[src/hw/rtl/array_linked_list_manager_macros.svh]
// ----------------------------------------------------------------------------
// Assertion macros for the linked list manager
// Clocked implication checks, reset-qualified.
// ----------------------------------------------------------------------------
`ifndef ARRAY_LINKED_LIST_MANAGER_MACROS_SVH
`define ARRAY_LINKED_LIST_MANAGER_MACROS_SVH

// same-cycle implication
`define ALM_ASSERT_IMP(lbl, clk, rst_n, ante, cons, msg) \
    lbl: assert property (@(posedge clk) disable iff (!rst_n) (ante) |-> (cons)) \
        else $error(msg);

// next-cycle implication
`define ALM_ASSERT_NXT(lbl, clk, rst_n, ante, cons, msg) \
    lbl: assert property (@(posedge clk) disable iff (!rst_n) (ante) |=> (cons)) \
        else $error(msg);

`endif

[src/hw/rtl/alm_pkg.sv]
// ----------------------------------------------------------------------------
// alm_pkg
// Shared constants, codes and types of the linked list manager.
// ----------------------------------------------------------------------------
package alm_pkg;

    localparam int ALM_NODES      = 8;
    localparam int ALM_DATA_WIDTH = 32;
    localparam int KIND_W         = 4;
    localparam int FIELD_W        = 32;
    localparam int ST_W           = 2;

    // result status codes
    localparam logic [ST_W-1:0] ST_OK      = 2'd0;
    localparam logic [ST_W-1:0] ST_FULL    = 2'd1;
    localparam logic [ST_W-1:0] ST_EMPTY   = 2'd2;
    localparam logic [ST_W-1:0] ST_MISSING = 2'd3;

    // operation codes
    localparam logic [KIND_W-1:0] K_INS_HEAD   = 4'd0;
    localparam logic [KIND_W-1:0] K_INS_TAIL   = 4'd1;
    localparam logic [KIND_W-1:0] K_INS_BEFORE = 4'd2;
    localparam logic [KIND_W-1:0] K_INS_AFTER  = 4'd3;
    localparam logic [KIND_W-1:0] K_RM_HEAD    = 4'd4;
    localparam logic [KIND_W-1:0] K_RM_TAIL    = 4'd5;
    localparam logic [KIND_W-1:0] K_RM_BEFORE  = 4'd6;
    localparam logic [KIND_W-1:0] K_RM_AFTER   = 4'd7;
    localparam logic [KIND_W-1:0] K_READ       = 4'd8;

    // store access strobes from the sequencer
    typedef struct packed {
        logic rd_en;
        logic lnk_we;
        logic val_we;
    } t_store_ctl;

endpackage

[src/hw/rtl/alm_store.sv]
// ----------------------------------------------------------------------------
// alm_store
// Link and value memories with a registered read. A fill count marks
// nodes never taken from the free chain; their link reads as index + 1.
// ----------------------------------------------------------------------------
module alm_store
    import alm_pkg::*;
#(
    parameter int NODES      = ALM_NODES,
    parameter int DATA_WIDTH = ALM_DATA_WIDTH
) (
    input  logic                             i_clk,
    input  logic                             i_rst_n,
    input  t_store_ctl                       i_ctl,
    input  logic [$clog2(NODES+1)-1:0]       i_rd_addr,
    input  logic [$clog2(NODES+1)-1:0]       i_wl_addr,
    input  logic [$clog2(NODES+1)-1:0]       i_wl_data,
    input  logic [$clog2(NODES+1)-1:0]       i_wv_addr,
    input  logic [DATA_WIDTH-1:0]            i_wv_data,
    output logic [$clog2(NODES+1)-1:0]       o_rd_link,
    output logic [DATA_WIDTH-1:0]            o_rd_value
);

    localparam int LW = $clog2(NODES + 1);
    localparam int AW = $clog2(NODES);
    localparam logic [LW-1:0] NONE = LW'(NODES);

    logic [LW-1:0]         mem_link [NODES];
    logic [DATA_WIDTH-1:0] mem_val  [NODES];

    logic [LW-1:0]         r_lnk;
    logic [DATA_WIDTH-1:0] r_vd;
    logic [LW-1:0]         r_ra;
    logic                  r_fresh;
    logic [LW-1:0]         r_fill;
    logic [LW-1:0]         raw_link;

    // memory ports
    always_ff @(posedge i_clk) begin
        if (i_ctl.lnk_we) begin
            mem_link[i_wl_addr[AW-1:0]] <= i_wl_data;
        end
        if (i_ctl.val_we) begin
            mem_val[i_wv_addr[AW-1:0]] <= i_wv_data;
        end
        if (i_ctl.rd_en) begin
            r_lnk   <= mem_link[i_rd_addr[AW-1:0]];
            r_vd    <= mem_val[i_rd_addr[AW-1:0]];
            r_ra    <= i_rd_addr;
            r_fresh <= (i_rd_addr >= r_fill);
        end
    end

    // fill count: fresh nodes leave the free chain in index order
    always_ff @(posedge i_clk) begin
        if (!i_rst_n) begin
            r_fill <= '0;
        end else if (i_ctl.val_we && i_wv_addr == r_fill && r_fill != NONE) begin
            r_fill <= r_fill + LW'(1);
        end
    end

    // untouched node links to the next index; clamp damaged links to none
    assign raw_link   = r_fresh ? (r_ra + LW'(1)) : r_lnk;
    assign o_rd_link  = (raw_link >= NONE) ? NONE : raw_link;
    assign o_rd_value = r_vd;

endmodule

[src/hw/rtl/alm_seq.sv]
// ----------------------------------------------------------------------------
// alm_seq
// Operation sequencer: walks the list one memory read a cycle (read-out stalls
// on output), then writes up to two links and hands over the result word.
// ----------------------------------------------------------------------------
`include "array_linked_list_manager_macros.svh"

module alm_seq
    import alm_pkg::*;
#(
    parameter int NODES      = ALM_NODES,
    parameter int DATA_WIDTH = ALM_DATA_WIDTH
) (
    input  logic                         i_clk,
    input  logic                         i_rst_n,
    input  logic                         i_valid,
    output logic                         o_ready,
    input  logic [KIND_W-1:0]            i_kind,
    input  logic [FIELD_W-1:0]           i_key,
    input  logic [FIELD_W-1:0]           i_value,
    output t_store_ctl                   o_ctl,
    output logic [$clog2(NODES+1)-1:0]   o_rd_addr,
    output logic [$clog2(NODES+1)-1:0]   o_wl_addr,
    output logic [$clog2(NODES+1)-1:0]   o_wl_data,
    output logic [$clog2(NODES+1)-1:0]   o_wv_addr,
    output logic [DATA_WIDTH-1:0]        o_wv_data,
    input  logic [$clog2(NODES+1)-1:0]   i_rd_link,
    input  logic [DATA_WIDTH-1:0]        i_rd_value,
    input  logic                         i_res_free,
    output logic                         o_res_valid,
    output logic [ST_W-1:0]              o_status,
    output logic [FIELD_W-1:0]           o_item,
    output logic                         o_last,
    output logic [$clog2(NODES+1)-1:0]   o_free_head
);

    localparam int LW = $clog2(NODES + 1);
    localparam int SW = $clog2(NODES);
    localparam logic [LW-1:0] NONE      = LW'(NODES);
    localparam logic [SW-1:0] LAST_STEP = SW'(NODES - 1);

    typedef enum logic [5:0] {
        S_IDLE = 6'b000001,
        S_WALK = 6'b000010,
        S_NEXT = 6'b000100,
        S_FREE = 6'b001000,
        S_WR2  = 6'b010000,
        S_RESP = 6'b100000
    } t_state;

    t_state                r_state, n_state;
    logic [KIND_W-1:0]     r_kind, n_kind;
    logic [DATA_WIDTH-1:0] r_key, n_key;
    logic [DATA_WIDTH-1:0] r_val, n_val;
    logic [LW-1:0]         r_head, n_head;
    logic [LW-1:0]         r_free, n_free;
    logic [LW-1:0]         r_cur, n_cur;
    logic [LW-1:0]         r_prev, n_prev;
    logic [LW-1:0]         r_pprev, n_pprev;
    logic [DATA_WIDTH-1:0] r_pval, n_pval;
    logic [LW-1:0]         r_tgt, n_tgt;
    logic [SW-1:0]         r_steps, n_steps;
    logic [LW-1:0]         r_wa, n_wa;
    logic [LW-1:0]         r_wd, n_wd;
    logic [ST_W-1:0]       r_st, n_st;
    logic [DATA_WIDTH-1:0] r_item, n_item;

    logic hit;
    logic at_end;
    logic at_head;

    assign hit     = (i_rd_value == r_key);
    assign at_end  = (i_rd_link == NONE) || (r_steps == LAST_STEP);
    assign at_head = (r_kind == K_INS_HEAD) || (r_head == NONE) ||
                     (r_kind == K_INS_BEFORE && r_prev == NONE);
    assign o_ready = (r_state == S_IDLE);

    // state registers
    always_ff @(posedge i_clk) begin
        if (!i_rst_n) begin
            r_state <= S_IDLE;
            r_head  <= NONE;
            r_free  <= '0;
        end else begin
            r_state <= n_state;
            r_head  <= n_head;
            r_free  <= n_free;
        end
    end

    // working registers
    always_ff @(posedge i_clk) begin
        r_kind  <= n_kind;
        r_key   <= n_key;
        r_val   <= n_val;
        r_cur   <= n_cur;
        r_prev  <= n_prev;
        r_pprev <= n_pprev;
        r_pval  <= n_pval;
        r_tgt   <= n_tgt;
        r_steps <= n_steps;
        r_wa    <= n_wa;
        r_wd    <= n_wd;
        r_st    <= n_st;
        r_item  <= n_item;
    end

    // sequencer
    always_comb begin
        n_state = r_state;
        n_kind  = r_kind;
        n_key   = r_key;
        n_val   = r_val;
        n_head  = r_head;
        n_free  = r_free;
        n_cur   = r_cur;
        n_prev  = r_prev;
        n_pprev = r_pprev;
        n_pval  = r_pval;
        n_tgt   = r_tgt;
        n_steps = r_steps;
        n_wa    = r_wa;
        n_wd    = r_wd;
        n_st    = r_st;
        n_item  = r_item;

        o_ctl       = '0;
        o_rd_addr   = r_head;
        o_wl_addr   = r_cur;
        o_wl_data   = r_free;
        o_wv_addr   = r_free;
        o_wv_data   = r_val;
        o_res_valid = 1'b0;
        o_status    = r_st;
        o_item      = FIELD_W'(r_item);
        o_last      = 1'b1;
        o_free_head = r_free;

        case (r_state)
            S_IDLE: begin
                if (i_valid) begin
                    n_kind  = i_kind;
                    n_key   = DATA_WIDTH'(i_key);
                    n_val   = DATA_WIDTH'(i_value);
                    n_cur   = r_head;
                    n_prev  = NONE;
                    n_pprev = NONE;
                    n_steps = '0;
                    n_st    = ST_OK;
                    n_item  = '0;
                    case (i_kind)
                        K_INS_HEAD: begin
                            if (r_free == NONE) begin
                                n_st    = ST_FULL;
                                n_state = S_RESP;
                            end else begin
                                o_ctl.rd_en = 1'b1;
                                o_rd_addr   = r_free;
                                n_state     = S_FREE;
                            end
                        end
                        K_INS_TAIL: begin
                            if (r_free == NONE) begin
                                n_st    = ST_FULL;
                                n_state = S_RESP;
                            end else if (r_head == NONE) begin
                                o_ctl.rd_en = 1'b1;
                                o_rd_addr   = r_free;
                                n_state     = S_FREE;
                            end else begin
                                o_ctl.rd_en = 1'b1;
                                n_state     = S_WALK;
                            end
                        end
                        K_INS_BEFORE, K_INS_AFTER, K_RM_HEAD, K_RM_TAIL,
                        K_RM_BEFORE, K_RM_AFTER, K_READ: begin
                            if (r_head == NONE) begin
                                n_st    = ST_EMPTY;
                                n_state = S_RESP;
                            end else begin
                                o_ctl.rd_en = 1'b1;
                                n_state     = S_WALK;
                            end
                        end
                        default: begin
                            n_state = S_RESP;
                        end
                    endcase
                end
            end

            S_WALK: begin
                case (r_kind)
                    K_READ: begin
                        if (i_res_free) begin
                            o_res_valid = 1'b1;
                            o_status    = ST_OK;
                            o_item      = FIELD_W'(i_rd_value);
                            o_last      = at_end;
                            if (at_end) begin
                                n_state = S_IDLE;
                            end else begin
                                o_ctl.rd_en = 1'b1;
                                o_rd_addr   = i_rd_link;
                                n_cur       = i_rd_link;
                                n_steps     = r_steps + SW'(1);
                            end
                        end
                    end
                    K_RM_HEAD: begin
                        // unlink the head and push it onto the free chain
                        n_item       = i_rd_value;
                        n_head       = i_rd_link;
                        o_ctl.lnk_we = 1'b1;
                        n_free       = r_cur;
                        n_state      = S_RESP;
                    end
                    K_INS_TAIL, K_RM_TAIL: begin
                        if (at_end) begin
                            n_tgt = i_rd_link;
                            if (r_kind == K_INS_TAIL) begin
                                o_ctl.rd_en = 1'b1;
                                o_rd_addr   = r_free;
                                n_state     = S_FREE;
                            end else begin
                                n_item       = i_rd_value;
                                o_ctl.lnk_we = 1'b1;
                                n_free       = r_cur;
                                if (r_prev == NONE) begin
                                    n_head  = NONE;
                                    n_state = S_RESP;
                                end else begin
                                    n_wa    = r_prev;
                                    n_wd    = NONE;
                                    n_state = S_WR2;
                                end
                            end
                        end else begin
                            o_ctl.rd_en = 1'b1;
                            o_rd_addr   = i_rd_link;
                            n_prev      = r_cur;
                            n_pprev     = r_prev;
                            n_pval      = i_rd_value;
                            n_cur       = i_rd_link;
                            n_steps     = r_steps + SW'(1);
                        end
                    end
                    default: begin
                        // key searches: first match only
                        if (hit) begin
                            n_tgt = i_rd_link;
                            case (r_kind)
                                K_RM_BEFORE: begin
                                    if (r_prev == NONE) begin
                                        n_st    = ST_MISSING;
                                        n_state = S_RESP;
                                    end else begin
                                        n_item       = r_pval;
                                        o_ctl.lnk_we = 1'b1;
                                        o_wl_addr    = r_prev;
                                        n_free       = r_prev;
                                        if (r_pprev == NONE) begin
                                            n_head  = r_cur;
                                            n_state = S_RESP;
                                        end else begin
                                            n_wa    = r_pprev;
                                            n_wd    = r_cur;
                                            n_state = S_WR2;
                                        end
                                    end
                                end
                                K_RM_AFTER: begin
                                    if (i_rd_link == NONE) begin
                                        n_st    = ST_MISSING;
                                        n_state = S_RESP;
                                    end else begin
                                        o_ctl.rd_en = 1'b1;
                                        o_rd_addr   = i_rd_link;
                                        n_state     = S_NEXT;
                                    end
                                end
                                default: begin
                                    if (r_free == NONE) begin
                                        n_st    = ST_FULL;
                                        n_state = S_RESP;
                                    end else begin
                                        o_ctl.rd_en = 1'b1;
                                        o_rd_addr   = r_free;
                                        n_state     = S_FREE;
                                    end
                                end
                            endcase
                        end else if (at_end) begin
                            n_st    = ST_MISSING;
                            n_state = S_RESP;
                        end else begin
                            o_ctl.rd_en = 1'b1;
                            o_rd_addr   = i_rd_link;
                            n_prev      = r_cur;
                            n_pprev     = r_prev;
                            n_pval      = i_rd_value;
                            n_cur       = i_rd_link;
                            n_steps     = r_steps + SW'(1);
                        end
                    end
                endcase
            end

            S_NEXT: begin
                // neighbour after the match: bridge over it, then free it
                n_item       = i_rd_value;
                o_ctl.lnk_we = 1'b1;
                o_wl_addr    = r_cur;
                o_wl_data    = i_rd_link;
                n_wa         = r_tgt;
                n_wd         = r_free;
                n_free       = r_tgt;
                n_state      = S_WR2;
            end

            S_FREE: begin
                // take the free head, store the value, link it in
                n_free       = i_rd_link;
                o_ctl.val_we = 1'b1;
                o_ctl.lnk_we = 1'b1;
                o_wl_addr    = r_free;
                n_wd         = r_free;
                if (at_head) begin
                    o_wl_data = r_head;
                    n_head    = r_free;
                    n_state   = S_RESP;
                end else begin
                    case (r_kind)
                        K_INS_TAIL: begin
                            o_wl_data = NONE;
                            n_wa      = r_cur;
                        end
                        K_INS_BEFORE: begin
                            o_wl_data = r_cur;
                            n_wa      = r_prev;
                        end
                        default: begin
                            o_wl_data = r_tgt;
                            n_wa      = r_cur;
                        end
                    endcase
                    n_state = S_WR2;
                end
            end

            S_WR2: begin
                o_ctl.lnk_we = 1'b1;
                o_wl_addr    = r_wa;
                o_wl_data    = r_wd;
                n_state      = S_RESP;
            end

            S_RESP: begin
                if (i_res_free) begin
                    o_res_valid = 1'b1;
                    n_state     = S_IDLE;
                end
            end

            default: begin
                n_state = S_IDLE;
            end
        endcase
    end

    `ALM_ASSERT_IMP(a_link_wr_in_pool, i_clk, i_rst_n, o_ctl.lnk_we, o_wl_addr < NONE, "link write outside pool")
    `ALM_ASSERT_IMP(a_take_needs_free, i_clk, i_rst_n, o_ctl.val_we, r_free != NONE, "node taken from empty free chain")
    `ALM_ASSERT_NXT(a_wr2_then_resp, i_clk, i_rst_n, r_state == S_WR2, r_state == S_RESP, "second link write not followed by response")

endmodule

[src/hw/rtl/array_linked_list_manager.sv]
// Order of work: status-only answers go straight from accept to the response state;
// head insert first reads the free head and head removal the head node; key and tail
// operations walk the list node by node before their link writes and the response.
// Throughput: one operation at a time; set by the single read port walking one link
// per cycle. Read out delivers one word per cycle while the output is taken.
// Reset: synchronous, active low; empty list, free chain 0..NODES-1, no clearing pass.
// ----------------------------------------------------------------------------
// array_linked_list_manager
// Singly linked list in a fixed node pool with a free chain; the result
// word sits in an output register so the next operation may be accepted.
// ----------------------------------------------------------------------------
module array_linked_list_manager
    import alm_pkg::*;
#(
    parameter int NODES      = ALM_NODES,
    parameter int DATA_WIDTH = ALM_DATA_WIDTH
) (
    input  logic                         i_clk,
    input  logic                         i_rst_n,
    input  logic                         i_valid,
    output logic                         o_ready,
    input  logic [KIND_W-1:0]            i_kind,
    input  logic [FIELD_W-1:0]           i_key,
    input  logic [FIELD_W-1:0]           i_value,
    output logic                         o_valid,
    input  logic                         i_ready,
    output logic [ST_W-1:0]              o_status,
    output logic [FIELD_W-1:0]           o_item,
    output logic                         o_last,
    output logic [$clog2(NODES+1)-1:0]   o_free_head
);

    localparam int LW = $clog2(NODES + 1);

    t_store_ctl            ctl;
    logic [LW-1:0]         rd_addr;
    logic [LW-1:0]         wl_addr;
    logic [LW-1:0]         wl_data;
    logic [LW-1:0]         wv_addr;
    logic [DATA_WIDTH-1:0] wv_data;
    logic [LW-1:0]         rd_link;
    logic [DATA_WIDTH-1:0] rd_value;
    logic                  res_free;
    logic                  res_valid;
    logic [ST_W-1:0]       res_status;
    logic [FIELD_W-1:0]    res_item;
    logic                  res_last;
    logic [LW-1:0]         res_free_head;

    logic                  r_ov;
    logic [ST_W-1:0]       r_status;
    logic [FIELD_W-1:0]    r_item;
    logic                  r_last;
    logic [LW-1:0]         r_fh;

    alm_seq #(
        .NODES      (NODES),
        .DATA_WIDTH (DATA_WIDTH)
    ) u_seq (
        .i_clk       (i_clk),
        .i_rst_n     (i_rst_n),
        .i_valid     (i_valid),
        .o_ready     (o_ready),
        .i_kind      (i_kind),
        .i_key       (i_key),
        .i_value     (i_value),
        .o_ctl       (ctl),
        .o_rd_addr   (rd_addr),
        .o_wl_addr   (wl_addr),
        .o_wl_data   (wl_data),
        .o_wv_addr   (wv_addr),
        .o_wv_data   (wv_data),
        .i_rd_link   (rd_link),
        .i_rd_value  (rd_value),
        .i_res_free  (res_free),
        .o_res_valid (res_valid),
        .o_status    (res_status),
        .o_item      (res_item),
        .o_last      (res_last),
        .o_free_head (res_free_head)
    );

    alm_store #(
        .NODES      (NODES),
        .DATA_WIDTH (DATA_WIDTH)
    ) u_store (
        .i_clk      (i_clk),
        .i_rst_n    (i_rst_n),
        .i_ctl      (ctl),
        .i_rd_addr  (rd_addr),
        .i_wl_addr  (wl_addr),
        .i_wl_data  (wl_data),
        .i_wv_addr  (wv_addr),
        .i_wv_data  (wv_data),
        .o_rd_link  (rd_link),
        .o_rd_value (rd_value)
    );

    // output register: free when empty or being taken this cycle
    assign res_free = !r_ov || i_ready;

    always_ff @(posedge i_clk) begin
        if (!i_rst_n) begin
            r_ov <= 1'b0;
        end else if (res_valid) begin
            r_ov <= 1'b1;
        end else if (i_ready) begin
            r_ov <= 1'b0;
        end
    end

    always_ff @(posedge i_clk) begin
        if (res_valid) begin
            r_status <= res_status;
            r_item   <= res_item;
            r_last   <= res_last;
            r_fh     <= res_free_head;
        end
    end

    assign o_valid     = r_ov;
    assign o_status    = r_status;
    assign o_item      = r_item;
    assign o_last      = r_last;
    assign o_free_head = r_fh;

endmodule

[config.mk]
export PLATFORM = sky130hd
export DESIGN_NAME = array_linked_list_manager
export DESIGN_NICKNAME = d
export VERILOG_FILES = /design/src/hw/rtl/alm_pkg.sv /design/src/hw/rtl/alm_store.sv /design/src/hw/rtl/alm_seq.sv /design/src/hw/rtl/array_linked_list_manager.sv
export VERILOG_INCLUDE_DIRS = /design/src /design/src/hw/rtl
export SDC_FILE = /design/constraint.sdc
export NUM_CORES = 1
export LEC_CHECK = 0
export ABC_AREA = 1
export BUFFER_PORTS_ARGS = -buffer_cell sky130_fd_sc_hd__clkbuf_2
export CORE_MARGIN = 2
export CORE_UTILIZATION = 44
export DETAILED_ROUTE_END_ITERATION = 16
export SETUP_SLACK_MARGIN = 0.05
export SLEW_MARGIN = 25
export SYNTH_ARGS = -nofsm -noshare
export SYNTH_HDL_FRONTEND = slang
export SYNTH_SLANG_ARGS = --single-unit
[constraint.sdc]
create_clock -name i_clk -period 11.67 [get_ports i_clk]
set_clock_uncertainty 0.2 [all_clocks]
set_input_delay 0 -clock i_clk [delete_from_list [all_inputs] [get_ports i_clk]]
set_output_delay 0 -clock i_clk [all_outputs]
set_load 0.02 [all_outputs]
==> flow_summary.json, run 1 <==
{
  "worst_pin_slew_ns": 1.021,
  "grt_max_degree": 76,
  "grt_pass1_wl_mm": 99.01,
  "clk_pin_slew_ns": 0.06,
  "grt.met3_usage_pct": 3.628,
  "start_util_pct": 44.26,
  "async_flop_share_pct": 0,
  "hold_violations": 0,
  "grt_util_met2_pct": 36.06,
  "critical_path_arrival_ns": 5.75,
  "vias_per_cell": 5.642,
  "fin_crit_sh_pct": 46.80,
  "min_period_ns": 5.461,
  "synth_fa_ha_area_share_pct": 0.4756,
  "status": "finished, final reports clean",
  "cts.sinks": 547,
  "grt_use_total_pct": 22.98,
  "fmax_ghz": 0.1831,
  "core-area_sq_mm": 0.05350,
  "clockRootBuffer": "clkbuf_16",
  "setup_viol": 0,
  "numCtsBuffers": 55,
  "drive_gt1_share_pct": 12.13,
  "slew_violations": 0,
  "power_density_mw_per_mm2": 254.8,
  "syn_inst": 2090,
  "critPathCaptureType": "flip-flop",
  "power.leakage_nw": 10.38,
  "ys_warn_count": 0,
  "dieArea_sq_mm": 0.05569,
  "required_ns": 11.96,
  "antenna_cells": 0,
  "synth_edf_count": 528,
  "syn_nets": 2171,
  "startpoint_type": "flip-flop",
  "clk-insertion-delay-late_ns": 0.63,
  "drc": 0,
  "first_iter_violations": 1744,
  "routedWlPerCell_um": 21.04,
  "placedCellCount": 2815,
  "yosysSeqAreaShare_pct": 68.57,
  "ios": 113,
  "setup.worst_path.class": "reg2reg",
  "top_usage_layer": "met2",
  "row_count": 85,
  "first_pass_iters": 6,
  "grt_overflow": 0,
  "synth_compound_area_share_pct": 5.474,
  "hpwl_mm": 37.81,
  "setup-tns-final_ns": 0,
  "vias": 17220,
  "numPortBuffers": 112,
  "synthMuxAreaShare_pct": 0.04227,
  "grtUsageMet1_pct": 33.22,
  "cp_max_fo": 75,
  "synth.avg_cell_area_sq_um": 11.33,
  "globalplace.congestion": 0.9428,
  "synthDistinctLibCells": 49,
  "cts_buffer_depth": 3,
  "instances_no_fill": 3053,
  "grt_pass1_vias": 16790,
  "max_slew_margin_pct": 31.49,
  "die_h_um": 236.0,
  "synth_top_family_by_area": "simple AND/OR/NAND/NOR gates",
  "ir_worst_vdd_uv": 175.9,
  "routed_wl_mm": 64.24,
  "area_growth_syn_to_layout_pct": 18.49,
  "ant_nets": 0,
  "antenna_found_initial": 1,
  "ys.flop_type": "edfxtp_1",
  "drv_cap": 0,
  "synthXorXnorAreaFrac_pct": 1.184,
  "holdWs_ns": 0.04735,
  "die_w_um": 236.0,
  "rsz0062_at_grt": "false",
  "ys_seq_elements": 547,
  "syn_area_sq_mm": 0.02368,
  "synthSimpleGateAreaFrac_pct": 19.65,
  "h-tree-depth": 2,
  "layout.nets": 2396,
  "tritoncts": "yes",
  "worstHoldPathType": "in2reg"
}
==> metrics by stage <==
step                power (W)  util (%)  worst slack (ns)  instance area, sq um
finish               0.007148     52.45             6.209                 28060
global route         0.007577     52.45             5.891                 28060
CTS                  0.007165     52.42             6.399                 28040
detailed placement   0.005437     46.63             6.409                 24950
global placement     0.005364     46.63             6.562                 24950
floorplan            0.004627         -             6.780                 23680
==> area by class of cell <==
cell class / instances / area (sq um)
clock buffers: 67 / 1421
clock inverters: 32 / 285.3
fillers: 4689 / 25440
inverters: 153 / 576.8
multi-input cells: 1276 / 6480
flip-flops and latches: 547 / 16240
well taps: 696 / 870.8
repair buffers: 282 / 2188
==> synthesized netlist by cell type, types with 6 or more instances <==
cell	count	share of area [%]
a211oi_1	8	0.25
a21oi_1	49	1.0
buf_1	6	0.095
buf_2	41	0.87
buf_4	10	0.32
clkbuf_1	57	0.90
dfxtp_1	19	1.6
edfxtp_1	528	67
ha_1	9	0.48
inv_1	121	1.9
inv_2	27	0.43
nand2_1	452	7.2
nand3_1	254	5.4
nand4_1	155	4.1
nor2_1	84	1.3
nor3_1	14	0.30
nor4_1	8	0.21
o211ai_1	11	0.35
o21ai_0	98	2.1
o21ai_1	44	0.93
xnor2_1	19	0.70
xor2_1	13	0.48
==> worst paths after layout <==
path | depth (start not counted) | slack [ns] | endpoint | from
worst max register to register | 14 | 6.21 | u_store.o_rd_value[21] | u_seq.r_steps[0]
worst min register to register | 2 | 0.30 | u_seq.r_state[1] | u_seq.r_state[1]
worst max-delay path | 14 | 6.21 | u_store.o_rd_value[21] | u_seq.r_steps[0]
worst min-delay path | 2 | 0.05 | u_seq.r_kind[0] | i_kind[0]
==> power breakdown <==
group	internal, W	switching [W]
clock	0.000936	0.000752
combinational	0.000766	0.00183
sequential	0.00265	0.000215
total	0.00435	0.00280
==> layer usage <==
layer  up-vias  share of wire (%)
li1       7987                  -
met1      8412                 44
met2       712                 46
met3       113                7.4
met4         0                2.2
met5         -                  0
==> state kept, by name (all words and copies together) (netlist names), 6 cells and up <==
name and cells:
u_store.o_rd_value 32, u_seq.r_item 32, u_seq.o_wv_data 32, o_item 32, u_seq.r_pval 32, u_seq.r_key 32
u_store.mem_val 256, u_seq.r_state 6, u_store.mem_link 32
==> placed cells by master, fill, tap and decap left out, drive strengths merged, types with 3 or more instances in the layout <==
cell         instances
bufinv               3
or2                  6
a211oi               8
o22ai                4
a31oi                3
inv                149
o221ai               3
edfxtp             528
o21ai              142
nand3              260
clkinv              31
dfxtp               19
o2111ai              3
xnor2               19
o211ai              11
clkbuf             179
ha                   9
buf                 31
xor2                13
nand4              155
nor3                15
a221oi               3
nor4                 9
dlygate4sd3        139
a21oi               49
nor2                92
nand2              459
==> timing repair <==
item | in CTS | in global routing
endpoints found under the setup margin | 0 | 0
resized for setup | 0 | 0
setup buffers | 0 | 0
endpoints found under the hold margin | 98 | 0
hold buffers | 139 | 0
==> critical path: stages, from the launching register on <==
cell	delay, ns
edfxtp_1	0.41
ha_1	0.22
ha_1	0.20
inv_1	0.17
nand3_2	0.51
nand2_1	0.20
nand2_1	0.09
nand2_1	0.11
nand3_4	0.71
nand3_4	1.06
buf_4	0.76
nand2_1	0.21
nand3_1	0.14
nand3_1	0.11
nand2_1	0.11
==> kinds of logic after synthesis <==
| kind of cell | after synthesis |
|---|---|
| flip-flops | 547 |
| multiplexers | 1 |
| XOR/XNOR | 32 |
| AND/OR/NAND/NOR | 999 |
| buffers and inverters | 267 |
| adder cells (fa/ha/maj) | 9 |
| AO/OA/AOI/OAI | 235 |
(Power assumes the default switching activity.)
==> run 2: changes to the inputs <==
==> constraint.sdc (replaced) <==
create_clock -name i_clk -period 5.1 [get_ports i_clk]
set_clock_uncertainty 0.2 [all_clocks]
set_input_delay 0 -clock i_clk [delete_from_list [all_inputs] [get_ports i_clk]]
set_output_delay 0 -clock i_clk [all_outputs]
set_load 0.02 [all_outputs]
==> flow_summary.json, run 2 (same netlist as run 1, synthesis figures left out) <==
{
  "critPathMaxStageDelay_ns": 0.61,
  "ios": 113,
  "hold_violations": 0,
  "fillers": 4586,
  "h-tree-depth": 2,
  "status": "finished, final reports clean",
  "ctsResizeCount": 0,
  "vias_per_cell": 5.661,
  "first_pass_iters": 6,
  "drc": 0,
  "grt_overflow": 0,
  "drive_gt1_share_pct": 13.02,
  "rsz0062_at_grt": "false",
  "layout_setup_ws_ns": 1.172,
  "worstHoldPathType": "in2reg",
  "ant_nets": 0,
  "drv_cap": 0,
  "routed_wl_mm": 64.68,
  "fmax_ghz": 0.2546,
  "row_count": 85,
  "r2r_start": "u_seq.r_steps[0]",
  "area_growth_syn_to_layout_pct": 19.61,
  "crit_chain": "ha_1 > ha_1 > inv_1 > nand3_2 > inv_2 > nand2_1 > nand3_1 > nand2_1 > o21ai_1 > nand3_2 > ha_1 > inv_1 > nor2_1 > o211ai_1 > nand3_1",
  "antenna_found_initial": 0,
  "setup-tns-final_ns": 0,
  "r2r_cells": 15,
  "crit_path_frequent_cell": "ha_1",
  "worst_pin_slew_ns": 0.9454,
  "setup.worst_path.class": "reg2reg",
  "power.leakage_nw": 10.52,
  "clkPwrFrac_pct": 24.3,
  "rrSetupSlack_ns": 1.17,
  "min_period_ns": 3.928,
  "numPortBuffers": 112,
  "p_int_w": 0.01021,
  "grt_max_degree": 145,
  "vias": 17380,
  "first_iter_violations": 2243,
  "dieArea_sq_mm": 0.05569,
  "cts.sinks": 547,
  "cp_num_buf_inv": 3,
  "critical_path_arrival_ns": 4.10,
  "layout_common_cells": "528 x edfxtp_1, 452 x nand2_1, 254 x nand3_1",
  "routedWlPerCell_um": 21.07,
  "crit_path_start": "u_seq.r_steps[0]",
  "cts_setup_buffers": 0,
  "slew_violations": 0,
  "power_density_mw_per_mm2": 585.2,
  "die_w_um": 236.0,
  "tritoncts": "yes",
  "setup.worst_path.end": "u_store.r_fresh",
  "numCtsBuffers": 56,
  "path_depth": 15,
  "largest_register_ffs": 256,
  "ir_worst_vdd_uv": 611.3,
  "cts_buffer_depth": 3,
  "cts_hold_buf": 140,
  "required_ns": 5.27,
  "power.share.sequential_pct": 39.8,
  "max_slew_margin_pct": 36.39,
  "start_util_pct": 44.26,
  "clockRootBuffer": "clkbuf_16",
  "critPathCaptureType": "flip-flop",
  "swShare_pct": 38.42,
  "fin_crit_sh_pct": 77.02,
  "core-area_sq_mm": 0.05350,
  "path_delay_family": "simple AND/OR/NAND/NOR gates",
  "grt_pass1_wl_mm": 99.12,
  "antenna_cells": 0,
  "layout.nets": 2407,
  "grt_pass1_vias": 16720,
  "clk_pin_slew_ns": 0.06,
  "clk-insertion-delay-late_ns": 0.63,
  "p_sw_w": 0.006369,
  "die_h_um": 236.0,
  "setup_viol": 0,
  "dp_slack_ns": 1.196,
  "cp_slowest_cell": "nand3_2",
  "p_comb_share_pct": 35.8,
  "grt_use_total_pct": 23.06,
  "cp_max_fo": 26,
  "final_common_cell": "edfxtp_1",
  "hpwl_mm": 38.19,
  "startpoint_type": "flip-flop",
  "globalplace.congestion": 0.9912,
  "reg2reg_to": "u_store.r_fresh"
}
run 2: power by group through the flow:
stage	clock network, W	registers (W)	logic (W)
2_1_floorplan	0	0.00650	0.00408
3_3_place_gp	0	0.00665	0.00571
3_5_place_dp	0	0.00668	0.00581
4_1_cts	0.00410	0.00659	0.00593
5_1_grt	0.00429	0.00666	0.00660
6_report	0.00404	0.00660	0.00594
run 2: worst min path at each step:
stage	start	to	slack, ns	depth (start not counted)
2_1_floorplan	i_value[0]	u_seq.o_wv_data[0]	-0.10	0
3_3_place_gp	i_value[21]	u_seq.o_wv_data[21]	-0.02	1
3_5_place_dp	i_value[18]	u_seq.o_wv_data[18]	-0.02	1
4_1_cts	i_kind[0]	u_seq.r_kind[0]	0.08	2
5_1_grt	i_kind[0]	u_seq.r_kind[0]	0.12	2
6_report	i_kind[0]	u_seq.r_kind[0]	0.13	2
run 2: metal layers:
layer | wire length [um] | vias to the layer above | track usage (%)
li1 | - | 8008 | -
met3 | 5352 | 144 | 4.307
met4 | 1997 | 0 | 7.836
met5 | 0 | - | 0
met2 | 29080 | 788 | 35.45
met1 | 28260 | 8440 | 33.05
run 2: area by class of cell:
cell class / count / area [sq um] / area share, %
clock inverters: 42 / 385.4 / 1.361
flip-flops and latches: 547 / 16240 / 57.32
multi-input cells: 1276 / 6469 / 22.84
clock buffers: 64 / 1431 / 5.054
repair buffers: 292 / 2354 / 8.310
inverters: 153 / 576.8 / 2.037
well taps: 696 / 870.8 / 3.075
run 2: metrics by stage:
stage          instances  util [%]  total power, W  instance area, sq um  hold WS, ns
2_1_floorplan       2090         -         0.01059                 23680      -0.1011
3_3_place_gp        2823     46.88         0.01237                 25080     -0.02333
3_5_place_dp        2824     46.92         0.01249                 25100     -0.02139
4_1_cts             3070     52.93         0.01662                 28320      0.08273
5_1_grt             3070     52.94         0.01756                 28320       0.1220
6_report            3070     52.94         0.01658                 28320       0.1323
==> run 3: changes to the inputs <==
--- a/config.mk
+++ b/config.mk
@@ -6,7 +6,7 @@
 export SDC_FILE = /design/constraint.sdc
 export NUM_CORES = 1
 export LEC_CHECK = 0
-export ABC_AREA = 1
+export ABC_AREA = 0
 export BUFFER_PORTS_ARGS = -buffer_cell sky130_fd_sc_hd__clkbuf_2
 export CORE_MARGIN = 2
 export CORE_UTILIZATION = 44
==> constraint.sdc (replaced) <==
create_clock -name i_clk -period 3.21 [get_ports i_clk]
set_clock_uncertainty 0.2 [all_clocks]
set_input_delay 0 -clock i_clk [delete_from_list [all_inputs] [get_ports i_clk]]
set_output_delay 0 -clock i_clk [all_outputs]
set_load 0.02 [all_outputs]
==> flow_summary.json, run 3 <==
{
  "cts.sinks": 547,
  "grt_overflow": 0,
  "cts_buffer_depth": 3,
  "dieArea_sq_mm": 0.05395,
  "globalplace.congestion": 0.9473,
  "routedWlPerCell_um": 22.09,
  "die_h_um": 232.3,
  "critPathCaptureType": "flip-flop",
  "fmax_ghz": 0.2779,
  "numCtsBuffers": 57,
  "antenna_cells": 0,
  "min_period_ns": 3.598,
  "fin_crit_sh_pct": 112.1,
  "p_comb_share_pct": 12.4,
  "critPathMaxStageDelay_ns": 0.57,
  "clockRootBuffer": "clkbuf_16",
  "ys_warn_count": 0,
  "hold_violations": 0,
  "vias_per_cell": 5.310,
  "setup_viol": 138,
  "drv_cap": 0,
  "status": "finished with violations",
  "ys_seq_elements": 547,
  "clk_pin_slew_ns": 0.06,
  "slew_violations": 0,
  "drc": 0,
  "synth_top_cell_area_share_pct": 69.15,
  "layout_setup_ws_ns": -0.3880,
  "cp_max_fo": 6,
  "grt_pass1_wl_mm": 86.30,
  "synth_top_area_cell": "edfxtp_1",
  "synth_edf_count": 528,
  "power.leakage_nw": 11.08,
  "rsz0062_at_grt": "true",
  "setup.worst_path.class": "reg2reg",
  "start_util_pct": 44.61,
  "layout_common_cells": "528 x edfxtp_1, 214 x mux2i_1, 165 x buf_4",
  "core-area_sq_mm": 0.05141,
  "grt_pass1_vias": 14010,
  "clk-insertion-delay-late_ns": 0.62,
  "setup-tns-final_ns": -34.03,
  "grt_max_degree": 65,
  "syn_nets": 1507,
  "h-tree-depth": 2,
  "synthTopCellsByCount": "528 x edfxtp_1, 235 x mux2i_1, 77 x nand2_1, 64 x nor2_1, 59 x mux2_2",
  "numPortBuffers": 112,
  "ant_nets": 0,
  "first_iter_violations": 1072,
  "p_sw_w": 0.004100,
  "final_common_cell": "edfxtp_1",
  "instances_no_fill": 2627,
  "hold_depth": 2,
  "ys.flop_type": "edfxtp_1",
  "final_cell_area_sq_mm": 0.03044,
  "hpwl_mm": 36.40,
  "max_slew_margin_pct": 35.35,
  "placed_area_sq_mm": 0.02598,
  "area_growth_syn_to_layout_pct": 32.74,
  "crit_chain": "xnor2_2 > nand4_1 > nor4_2 > nand2_2 > or4_4 > a21o_1 > a221o_1 > or2_4 > nor2_4",
  "clkPwrFrac_pct": 36.2,
  "ir_worst_vdd_uv": 452.0,
  "final_core_util_pct": 59.21,
  "p_int_w": 0.01318,
  "yosysSeqAreaShare_pct": 70.81,
  "placedCellCount": 2345,
  "yosys-top-cells-area": "edfxtp_1 69%, mux2i_1 10%, mux2_2 2.9%",
  "worstHoldPathType": "in2reg",
  "synth.avg_cell_area_sq_um": 16.08,
  "antenna_found_initial": 1,
  "power_density_mw_per_mm2": 567.7,
  "syn_area_sq_mm": 0.02293,
  "first_pass_iters": 5,
  "drive_gt1_share_pct": 30.77,
  "grt_use_total_pct": 21.47,
  "syn_inst": 1426,
  "startpoint_type": "flip-flop",
  "required_ns": 3.32,
  "tritoncts": "yes",
  "ios": 113,
  "die_w_um": 232.3,
  "async_flop_share_pct": 0,
  "layout.nets": 1982,
  "cp_slowest_cell": "or4_4",
  "synth_most_common_cell": "edfxtp_1",
  "power.share.sequential_pct": 51.4,
  "r2r_cells": 9,
  "violations": "negative setup slack",
  "largest_register_ffs": 256,
  "worst_pin_slew_ns": 0.9697,
  "vias": 13950,
  "critical_path_arrival_ns": 3.71,
  "row_count": 83,
  "swShare_pct": 23.73,
  "routed_wl_mm": 58.04,
  "synthDistinctLibCells": 81
}
==> run 3: cell count changes in the layout (fill, tap and decap cells not counted), moves of 33 or more <==
cell     delta
nand4_1   -143
a22o_1     +33
mux2_4     +33
mux2i_1   +213
inv_1     -109
o21ai_1    -39
nand3_1   -243
mux2_2     +35
nand2_1   -377
o21ai_0    -64
buf_4     +133
==> run 3: area by class of cell <==
| type | instances | area [sq um] |
|---|---|---|
| well taps | 680 | 850.8 |
| fillers | 3844 | 20970 |
| clock inverters | 42 | 321.6 |
| inverters | 15 | 60.06 |
| clock buffers | 63 | 1470 |
| repair buffers | 487 | 4566 |
| flip-flops and latches | 547 | 16240 |
| multi-input cells | 793 | 6932 |
==> run 3: logic make-up (layout without fill, tap and decap cells) <==
logic type               Yosys count  in the layout  synth area share [%]
flip-flops                       547            547                 70.81
multiplexers                     304            304                 13.65
AND/OR/NAND/NOR                  255            255                 5.784
AO/OA/AOI/OAI                    187            187                 5.806
buffers and inverters             86            607                 2.014
XOR/XNOR                          38             38                 1.451
adder cells (fa/ha/maj)            9              9                0.4911
==> run 3: timing repair <==
item / 4_1_cts / 5_1_grt
gates resized for setup: 111 / 33
endpoints found under the hold margin: 115 / 0
hold buffers: 137 / 0
endpoints found under the setup margin: 124 / 188
pin swaps: 22 / 17
setup buffers: 21 / 6
gates cloned: 14 / 3
==> run 3: power by group through the flow <==
stage / logic, W / registers (W) / clock network, W
after floorplan: 0.000825 / 0.00896 / 0
after global placement: 0.00155 / 0.00900 / 0
after detailed placement: 0.00156 / 0.00902 / 0
after CTS: 0.00207 / 0.00887 / 0.00641
after global routing: 0.00228 / 0.00893 / 0.00670
final: 0.00214 / 0.00888 / 0.00626
==> run 3: worst paths after layout <==
| path | endpoint | start | slack (ns) |
|---|---|---|---|
| max | u_store.mem_link[1][2] | u_seq.r_key[12] | -0.39 |
| min reg2reg | u_seq.r_state[1] | u_seq.r_state[1] | 0.33 |
| max reg2reg | u_store.mem_link[1][2] | u_seq.r_key[12] | -0.39 |
| min | u_seq.r_kind[0] | i_kind[0] | 0.04 |
==> run 3: metal layers <==
layer	part of all wire, %	wire length [um]	GRT usage (%)
met4	2.3	1312	5.749
met2	46	26960	34.19
met1	45	26120	30.17
met5	0	0	0
met3	6.3	3638	4.224
==> run 3: metrics by stage <==
step	hold slack [ns]	total power [W]	worst slack [ns]
2_1_floorplan	-0.1011	0.009783	-0.7091
3_3_place_gp	-0.02205	0.01055	-0.5318
3_5_place_dp	-0.02139	0.01058	-0.5301
4_1_cts	0.01213	0.01736	-0.3611
5_1_grt	0.06427	0.01791	-0.4616
6_report	0.04016	0.01728	-0.3880
==> run 3: worst max-delay path: cells and delay by family, from the launching register on <==
family | cells | cell delay [ns]
XOR/XNOR | 1 | 0.24
flip-flops | 1 | 0.42
AND/OR/NAND/NOR | 6 | 1.80
AO/OA/AOI/OAI | 2 | 0.61
